`src/hw/rtl/bcml_pkg.sv`:
```
// ----------------------------------------------------------------------------
// bcml_pkg
// Shared types and constants for the bounded compacting message list.
// ----------------------------------------------------------------------------
package bcml_pkg;

	localparam int SLOTS   = 16;
	localparam int IDX_W   = $clog2(SLOTS);
	localparam int CNT_W   = $clog2(SLOTS + 1);
	localparam int HDL_W   = 16;
	localparam int POS_W   = 4;
	localparam int COUNT_W = 5;

	typedef enum logic [1:0] {
		OP_ADD        = 2'd0,
		OP_DEL_HANDLE = 2'd1,
		OP_DEL_INDEX  = 2'd2,
		OP_READ       = 2'd3
	} op_t;

	typedef enum logic [1:0] {
		EV_NONE = 2'd0,
		EV_NEW  = 2'd1,
		EV_DEL  = 2'd2
	} event_t;

	typedef enum logic {
		ST_IDLE = 1'b0,
		ST_EXEC = 1'b1
	} state_t;

	// Commands from the controller to the datapath.
	typedef struct packed {
		logic capture;
		logic execute;
	} cmd_t;

endpackage

```
`src/hw/rtl/bcml_ctrl.sv`:
```
// ----------------------------------------------------------------------------
// bcml_ctrl
// Controller: sequences capture and execution of one word and owns the
// valid flag of the result register.
// ----------------------------------------------------------------------------
module bcml_ctrl (
	input  logic          clk,
	input  logic          arst_n,
	input  logic          in_valid,
	output logic          in_stall,
	output logic          out_valid,
	input  logic          out_stall,
	output bcml_pkg::cmd_t cmd
);
	import bcml_pkg::*;

	state_t state_q;
	state_t state_d;
	logic   out_valid_q;

	always_ff @(posedge clk or negedge arst_n) begin
		if (!arst_n) begin
			state_q     <= ST_IDLE;
			out_valid_q <= 1'b0;
		end else begin
			state_q <= state_d;
			if (cmd.execute) begin
				out_valid_q <= 1'b1;
			end else if (out_valid_q && !out_stall) begin
				out_valid_q <= 1'b0;
			end
		end
	end

	always_comb begin
		state_d = state_q;
		unique case (state_q)
			ST_IDLE: begin
				if (cmd.capture) begin
					state_d = ST_EXEC;
				end
			end
			ST_EXEC: state_d = ST_IDLE;
			default: state_d = ST_IDLE;
		endcase
	end

	// A new word is only taken once the result register will be free by the
	// time execution loads it.
	always_comb begin
		in_stall    = 1'b1;
		cmd.capture = 1'b0;
		cmd.execute = 1'b0;
		unique case (state_q)
			ST_IDLE: begin
				in_stall    = out_valid_q && out_stall;
				cmd.capture = in_valid && !(out_valid_q && out_stall);
			end
			ST_EXEC: cmd.execute = 1'b1;
			default: in_stall = 1'b1;
		endcase
	end

	assign out_valid = out_valid_q;

endmodule

```
`src/hw/rtl/bcml_datapath.sv`:
```
// ----------------------------------------------------------------------------
// bcml_datapath
// Slot row with parallel compare and one-place compaction, plus the
// input capture and result registers.
// ----------------------------------------------------------------------------
module bcml_datapath (
	input  logic                              clk,
	input  logic                              arst_n,
	input  bcml_pkg::cmd_t                    cmd,
	input  logic [1:0]                        op,
	input  logic [bcml_pkg::HDL_W-1:0]        handle,
	input  logic [bcml_pkg::POS_W-1:0]        position,
	output logic                              ok,
	output logic [bcml_pkg::HDL_W-1:0]        read_handle,
	output logic [bcml_pkg::COUNT_W-1:0]      count,
	output logic [1:0]                        event_res
);
	import bcml_pkg::*;

	op_t                op_q;
	logic [HDL_W-1:0]   handle_q;
	logic [POS_W-1:0]   pos_q;
	logic [HDL_W-1:0]   slot_q [SLOTS];
	logic [CNT_W-1:0]   cnt_q;

	logic               ok_q;
	logic [HDL_W-1:0]   rd_q;
	logic [CNT_W-1:0]   res_cnt_q;
	event_t             ev_q;

	logic [SLOTS-1:0]   match;
	logic [SLOTS-1:0]   first;
	logic [SLOTS-1:0]   from_first;
	logic [SLOTS-1:0]   shift_mask;
	logic               full;
	logic               pos_ok;
	logic               found;
	logic               do_shift;
	logic               do_write;
	logic [IDX_W-1:0]   wr_idx;
	logic [HDL_W-1:0]   slot_d [SLOTS];
	logic [CNT_W-1:0]   cnt_d;
	logic               ok_d;
	logic [HDL_W-1:0]   rd_d;
	event_t             ev_d;

	assign full   = (cnt_q == CNT_W'(SLOTS));
	assign pos_ok = (CNT_W'(pos_q) < cnt_q);

	// Each cell compares its own handle; stale entries above the fill level
	// are masked out.
	always_comb begin
		for (int i = 0; i < SLOTS; i++) begin
			match[i] = (CNT_W'(i) < cnt_q) && (slot_q[i] == handle_q);
		end
	end

	assign found      = (handle_q != '0) && (match != '0);
	assign first      = match & (~match + SLOTS'(1));
	assign from_first = ~(first - SLOTS'(1));

	always_comb begin
		shift_mask = '0;
		do_shift   = 1'b0;
		do_write   = 1'b0;
		cnt_d      = cnt_q;
		ok_d       = 1'b0;
		rd_d       = '0;
		ev_d       = EV_NONE;
		unique case (op_q)
			OP_ADD: begin
				do_write = 1'b1;
				ok_d     = 1'b1;
				ev_d     = EV_NEW;
				if (full) begin
					do_shift   = 1'b1;
					shift_mask = '1;
				end else begin
					cnt_d = cnt_q + CNT_W'(1);
				end
			end
			OP_DEL_HANDLE: begin
				if (found) begin
					do_shift   = 1'b1;
					shift_mask = from_first;
					cnt_d      = cnt_q - CNT_W'(1);
					ok_d       = 1'b1;
					ev_d       = EV_DEL;
				end
			end
			OP_DEL_INDEX: begin
				if (pos_ok) begin
					do_shift = 1'b1;
					for (int i = 0; i < SLOTS; i++) begin
						shift_mask[i] = (CNT_W'(i) >= CNT_W'(pos_q));
					end
					cnt_d = cnt_q - CNT_W'(1);
					ok_d  = 1'b1;
					ev_d  = EV_DEL;
				end
			end
			OP_READ: begin
				if (pos_ok) begin
					ok_d = 1'b1;
					rd_d = slot_q[IDX_W'(pos_q)];
				end
			end
			default: ok_d = 1'b0;
		endcase
	end

	// When full, the add lands in the last cell after the row has moved up.
	assign wr_idx = full ? IDX_W'(SLOTS - 1) : cnt_q[IDX_W-1:0];

	always_comb begin
		for (int i = 0; i < SLOTS; i++) begin
			slot_d[i] = slot_q[i];
			if (do_shift && shift_mask[i] && (i < SLOTS - 1)) begin
				slot_d[i] = slot_q[(i + 1) % SLOTS];
			end
			if (do_write && (wr_idx == IDX_W'(i))) begin
				slot_d[i] = handle_q;
			end
		end
	end

	always_ff @(posedge clk) begin
		if (cmd.capture) begin
			op_q     <= op_t'(op);
			handle_q <= handle;
			pos_q    <= position;
		end
		if (cmd.execute) begin
			for (int i = 0; i < SLOTS; i++) begin
				slot_q[i] <= slot_d[i];
			end
			ok_q      <= ok_d;
			rd_q      <= rd_d;
			res_cnt_q <= cnt_d;
			ev_q      <= ev_d;
		end
	end

	always_ff @(posedge clk or negedge arst_n) begin
		if (!arst_n) begin
			cnt_q <= '0;
		end else if (cmd.execute) begin
			cnt_q <= cnt_d;
		end
	end

	assign ok          = ok_q;
	assign read_handle = rd_q;
	assign count       = COUNT_W'(res_cnt_q);
	assign event_res   = ev_q;

endmodule

```
`src/hw/rtl/bounded_compacting_message_list.sv`:
```
// ----------------------------------------------------------------------------
// bounded_compacting_message_list
// Ordered list of up to sixteen message handles with add, delete and read.
// ----------------------------------------------------------------------------
// Each word is first captured and then executed: the whole slot row compares
// against the handle in parallel, closes up the gap by one place and loads
// the result register, so the block takes no new word while one is being
// executed. A waiting result is held in its own register and the next word
// is taken as soon as that register is being emptied.
module bounded_compacting_message_list (
	input  logic                         clk,
	input  logic                         arst_n,
	input  logic                         in_valid,
	output logic                         in_stall,
	input  logic [1:0]                   op,
	input  logic [bcml_pkg::HDL_W-1:0]   handle,
	input  logic [bcml_pkg::POS_W-1:0]   position,
	output logic                         out_valid,
	input  logic                         out_stall,
	output logic                         ok,
	output logic [bcml_pkg::HDL_W-1:0]   read_handle,
	output logic [bcml_pkg::COUNT_W-1:0] count,
	output logic [1:0]                   event_res
);
	import bcml_pkg::*;

	cmd_t cmd;

	bcml_ctrl u_ctrl (
		.clk       (clk),
		.arst_n    (arst_n),
		.in_valid  (in_valid),
		.in_stall  (in_stall),
		.out_valid (out_valid),
		.out_stall (out_stall),
		.cmd       (cmd)
	);

	bcml_datapath u_datapath (
		.clk         (clk),
		.arst_n      (arst_n),
		.cmd         (cmd),
		.op          (op),
		.handle      (handle),
		.position    (position),
		.ok          (ok),
		.read_handle (read_handle),
		.count       (count),
		.event_res   (event_res)
	);

endmodule

```
`config.mk`:
```
export PLATFORM = sky130hd
export DESIGN_NAME = bounded_compacting_message_list
export DESIGN_NICKNAME = d
export VERILOG_FILES = /design/src/hw/rtl/bcml_pkg.sv /design/src/hw/rtl/bcml_ctrl.sv /design/src/hw/rtl/bcml_datapath.sv /design/src/hw/rtl/bounded_compacting_message_list.sv
export SDC_FILE = /design/constraint.sdc
export NUM_CORES = 1
export LEC_CHECK = 0
export ABC_AREA = 1
export BUFFER_PORTS_ARGS = -buffer_cell sky130_fd_sc_hd__buf_2
export CAP_MARGIN = 10
export CELL_PAD_IN_SITES_DETAIL_PLACEMENT = 0
export CELL_PAD_IN_SITES_GLOBAL_PLACEMENT = 1
export CORE_ASPECT_RATIO = 1.4
export CORE_MARGIN = 5
export CORE_UTILIZATION = 35
export CTS_CLUSTER_SIZE = 25
export DETAILED_ROUTE_END_ITERATION = 12
export HOLD_SLACK_MARGIN = 0.03
export PLACE_DENSITY_LB_ADDON = 0.05
export SLEW_MARGIN = 0
export SYNTH_ARGS = -nofsm -noshare
export SYNTH_HDL_FRONTEND = slang
export SYNTH_SLANG_ARGS = --single-unit
```
`constraint.sdc`:
```
create_clock -name clk -period 4.2 [get_ports clk]
set_input_delay 0 -clock clk [delete_from_list [all_inputs] [get_ports clk]]
set_output_delay 0 -clock clk [all_outputs]
set_load 0.005 [all_outputs]
```
; Word level (Yosys, flattened, before mapping)
; Memories as Yosys holds them, arrays and structs flattened. A register that Yosys moved wholly into a read port is not among the register bits.
; Index checks and enable logic that the tools add are counted.
[totals]
in_bits = 26
n_memories = 1
register_bits = 37
word_cells = 204
output_inout_bits = 26
mem_bits_rw = 256
[op_classes]
bitwise_logic = 4
magnitude_cmp = 32
reduce_logical = 61
n_mux = 58
n_addsub = 4
eq_ne = 35
[memory_table]
columns = memory, words, width, read_ports, rd_clocked_by_memory_dff, wr, line_no
row1 = u_datapath.slot_q, 16, 16, 17, 1, 16, bcml_datapath.sv:23  ; logic [HDL_W-1:0] slot_q [SLOTS];
[ops]
columns = operator, n
row1 = two-way mux 16 bit, 31
row2 = equality test 16 bit, 16
row3 = logical AND 1 bit, 51
row4 = two-way mux 15 bit, 3
row5 = one-hot mux 15 bit (3 select lines), 1
row6 = less-than comparator 4 x 5 -> 1 bit (first input constant), 8
row7 = equality test 4 bit (second input constant), 8
row8 = nonzero test 16 bit, 2
row9 = NOT 15 bit, 2
row10 = greater-or-equal comparator 4 bit (first input constant), 7
row11 = less-than comparator 3 x 5 -> 1 bit (first input constant), 4
row12 = equality test 4 x 3 -> 1 bit (second input constant), 4
row13 = greater-or-equal comparator 3 x 4 -> 1 bit (first input constant), 4
row14 = adder 15 x 1 -> 15 bit (second input constant), 1
row15 = bitwise AND 15 bit, 1
row16 = two-way mux 5 bit, 3
row17 = one-hot mux 5 bit (3 select lines), 1
row18 = subtractor 15 x 1 -> 15 bit (second input constant), 1
row19 = two-way mux 1 bit, 12
row20 = less-than comparator 1 x 5 -> 1 bit (first input constant), 2
row21 = less-than comparator 2 x 5 -> 1 bit (first input constant), 2
row22 = equality test 4 x 2 -> 1 bit (second input constant), 2
row23 = greater-or-equal comparator 1 x 4 -> 1 bit (first input constant), 2
row24 = greater-or-equal comparator 2 x 4 -> 1 bit (first input constant), 2
row25 = other kinds (19), 24

; Depth between registers and ports, before layout
; An unclocked memory read counts as a cell.
[logic_depth]
ltp_word = 13
ltp_mapped = 20
mapped_depth_nobuf = 18

; By module
; From an unflattened synthesis, not the netlist that was laid out.
[hier_totals]
cells_unflattened = 2965
area_unflattened_um2 = 21425.5
[by_module_without_submodules]
columns = module, area_each_um2, instances, cells_each, seq_area_each_um2
row1 = bcml_datapath, 21330.5, 1, 2955, 9193.8
row2 = bcml_ctrl, 95.1, 1, 10, 50.0

; Worst setup path after synthesis
; No wires, ideal clock.
[synth_timing]
kind = reg-to-reg
from = reg, netlist name u_datapath.cnt_q[0]
to = mem u_datapath.slot_q[15][0] (enable)
path_buffers = 1
t_arrival_ns = 2.609
period_less_slack_ns = 3.018
path_stages_with_launch = 9
setup_time_ns = 0.409
slack_ns = 1.182
required_time_ns = 3.791
cell_sequence = dfrtp_1 > inv_1 > buf_2 > ha_1 > nand3_1 > ha_1 > inv_1 > nand2_1 > nor3_1
[synth_rtl]
columns = item, line_no
row1 = to (decl), bcml_datapath.sv:23

==> reports/results.ini <==
[grt]
use_met3_pct=3.48
antenna_found_initial=3
grt_max_degree=92
use_met1_pct=39.1
grt_usage_pct=31.6
grt-ovfl-total=0
grt_pass1_wl_microns=150000
busiest_layer=met2
grt_pass1_vias=20300
use_met2_pct=54.6

[placement]
portBuffers=51
place_hpwl_microns=77800
place_congestion=0.982
dp_worst_setup_slack_ps=367

[yosys]
synthSimpleGateAreaFrac_pct=29.8
synth_compound_area_share_pct=14.2
synth_area_leaders=edfxtp_1 (42%), nand2_1 (19%), o21ai_0 (9.7%)
ys_async_sr_fraction_pct=2.27
ys_warn_count=0
synth_top_cell_by_area=edfxtp_1
yosysMostFrequentCell=nand2_1
syn_avg_cell_area_sq_um=7.13
muxShareOfSynthArea_pct=0
ys_seq_elements=309
synth.top_cell.area_share_pct=42.2
ys_seq_area_share_pct=43.0
synth-adder-area-share_pct=0.524
syn_area_sq_um=21500
yosys-top-cells-count=nand2_1 (1104), o21ai_0 (418), nor2_1 (311)
netlist_instances=3014
synth_edf_count=302
synth-xor-area-share_pct=3.22
synth_top_family_by_area=simple AND/OR/NAND/NOR gates
synth_ff_type=edfxtp_1
synthDistinctLibCells=56
syn_nets=3049

[die]
rows=107
core-area_sq_um=60900
die_h_microns=303
die_w_microns=219
io_pins=52
initial_core_util_pct=35.3
die_area_sq_um=66500

[drt]
drc=0
wl_per_cell_microns=27.5
routed-via-count=21200
via_per_inst=5.44
drt_first_pass_iters=6
drt_iter0_drc=2204
final_antenna_net_count=0
routed_wl_microns=107000

[clocking]
clock_sinks=309
cts_tree=built
insertion_delay_ps=580
cts_resized=0
cts_max_level=2
cts-root-buf=clkbuf_16
numCtsBuffers=39
path_clk_slew_ps=60
cts_buffer_depth=3

[sta]
fmax_mhz=255
setup_viol_count_final=0
rsz0062_at_grt=false
hold_viol_final=0
min_period_over_period_pct=93.4
setup_tns_ps=0
post-route-min-period_ps=3920
finClkSkew_ps=22.8
tightest_slew_ps=1070
maxSlewHeadroom_pct=28.5
setup_slack_ps=276
slew_viol_final=0

[setup_path]
end_kind=register
worst_ep_required_time_ps=4400
worstSetupPathType=register to register
arrival_ps=4130
crit_fanout=16
cp-start-kind=register

[power_and_ir_drop]
p_per_area_nw_per_um2=410
power_leakage_nw=11.1
finalPower_mw=9.95
vdd_drop_max_uv=276

[cells_and_area]
area_growth_pct=13.0
layout-drive-gt1-share_pct=8.33
fin_nets=3090

[run]
drv_cap=0

[status]
status=finished, final reports clean

[hold_path]
hp-class=input pin to register

cell type report:
cell class | count | area (sq um)
Antenna cell | 1 | 2.50
Clock buffer | 51 | 1070
Clock inverter | 20 | 241
Fill cell | 6468 | 36600
Inverter | 266 | 1020
Multi-Input combinational cell | 2266 | 10300
Sequential cell | 309 | 9250
Tap cell | 817 | 1020
Timing Repair Buffer | 173 | 1420
metrics by stage:
step           utilization, %  instance area (sq um)  cells  hold slack [ps]
2_1_floorplan               -                  21500   3014             -296
3_3_place_gp             37.3                  22700   3805             -117
3_5_place_dp             37.3                  22700   3805             -119
4_1_cts                  39.9                  24300   3902              116
5_1_grt                  39.9                  24300   3902              130
6_report                 39.9                  24300   3903              137
placed cells by master, fill, tap and decap left out, types with 9 or more instances in the layout:
master         count
buf_2             51
nand3b_1          12
nand3_1           81
inv_1            246
nor3_1            23
dlygate4sd3_1     26
o21ai_0          418
ha_1               9
buf_4             81
nand4_1           21
a21oi_1          120
a41oi_1           16
clkbuf_16         39
inv_2             11
buf_12            15
edfxtp_1         302
nand2_1         1104
xnor2_1           19
nor2_2            10
xor2_1            60
nor2_1           310
sequential cells by signal, indices dropped and copies added (netlist names):
register                cells
u_datapath.slot_q         256
u_datapath.handle_q        16
u_datapath.read_handle     16
u_datapath.cnt_q            5
u_datapath.count            5
u_datapath.pos_q            4
u_datapath.event_res        2
u_datapath.op_q             2
u_ctrl.out_valid            1
u_ctrl.state_q              1
u_datapath.ok               1
worst paths after layout:
| check | from | to | slack (ps) | depth (start not counted) |
|---|---|---|---|---|
| worst min register to register | u_ctrl.out_valid | u_ctrl.out_valid | 500 | 2 |
| min in group asynchronous | arst_n | u_ctrl.out_valid | 470 | 3 |
| worst min-delay path | handle[11] | u_datapath.handle_q[11] | 140 | 2 |
| max in group asynchronous | arst_n | u_ctrl.state_q | 3360 | 3 |
| worst max-delay path | u_datapath.cnt_q[1] | u_datapath.slot_q[8][3] | 280 | 12 |
| worst max register to register | u_datapath.cnt_q[1] | u_datapath.slot_q[8][3] | 280 | 12 |
kinds of logic (layout without fill, tap and decap cells):
kind of cell	Yosys count	after routing
simple gates	1595	1595
xor+xnor	79	79
fa+ha+maj	9	9
compound gates	583	583
buf+inv	439	510
other cells	0	1
flops	309	309
critical path: stages (launching register included):
cell	delay (ps)
dfrtp_1	560
inv_1	260
ha_1	260
a21o_1	180
a22oi_1	140
nand2_1	180
nor2_2	360
inv_1	200
nor3_1	400
a21oi_1	160
o211ai_1	110
nand2_1	80
inv_1	650
power by group:
group | internal [mW] | total, mW | switching, mW
Combinational | 0.677 | 2.50 | 1.82
Clock | 2.11 | 3.61 | 1.49
Sequential | 3.63 | 3.85 | 0.221
Total | 6.41 | 9.95 | 3.54
routing by layer:
layer / vias up / part of all wire [%]
li1: 9903 / -
met3: 241 / 5.1
met2: 847 / 49
met4: 2 / 6.0
met1: 10300 / 40
met5: - / 0.011
what timing repair did:
| action | in CTS | in global routing |
|---|---|---|
| setup buffers | 0 | 0 |
| hold buffers | 26 | 0 |
| endpoints found under the hold margin | 31 | 0 |
| setup endpoints to repair | 0 | 0 |
(Power assumes the default switching activity.)
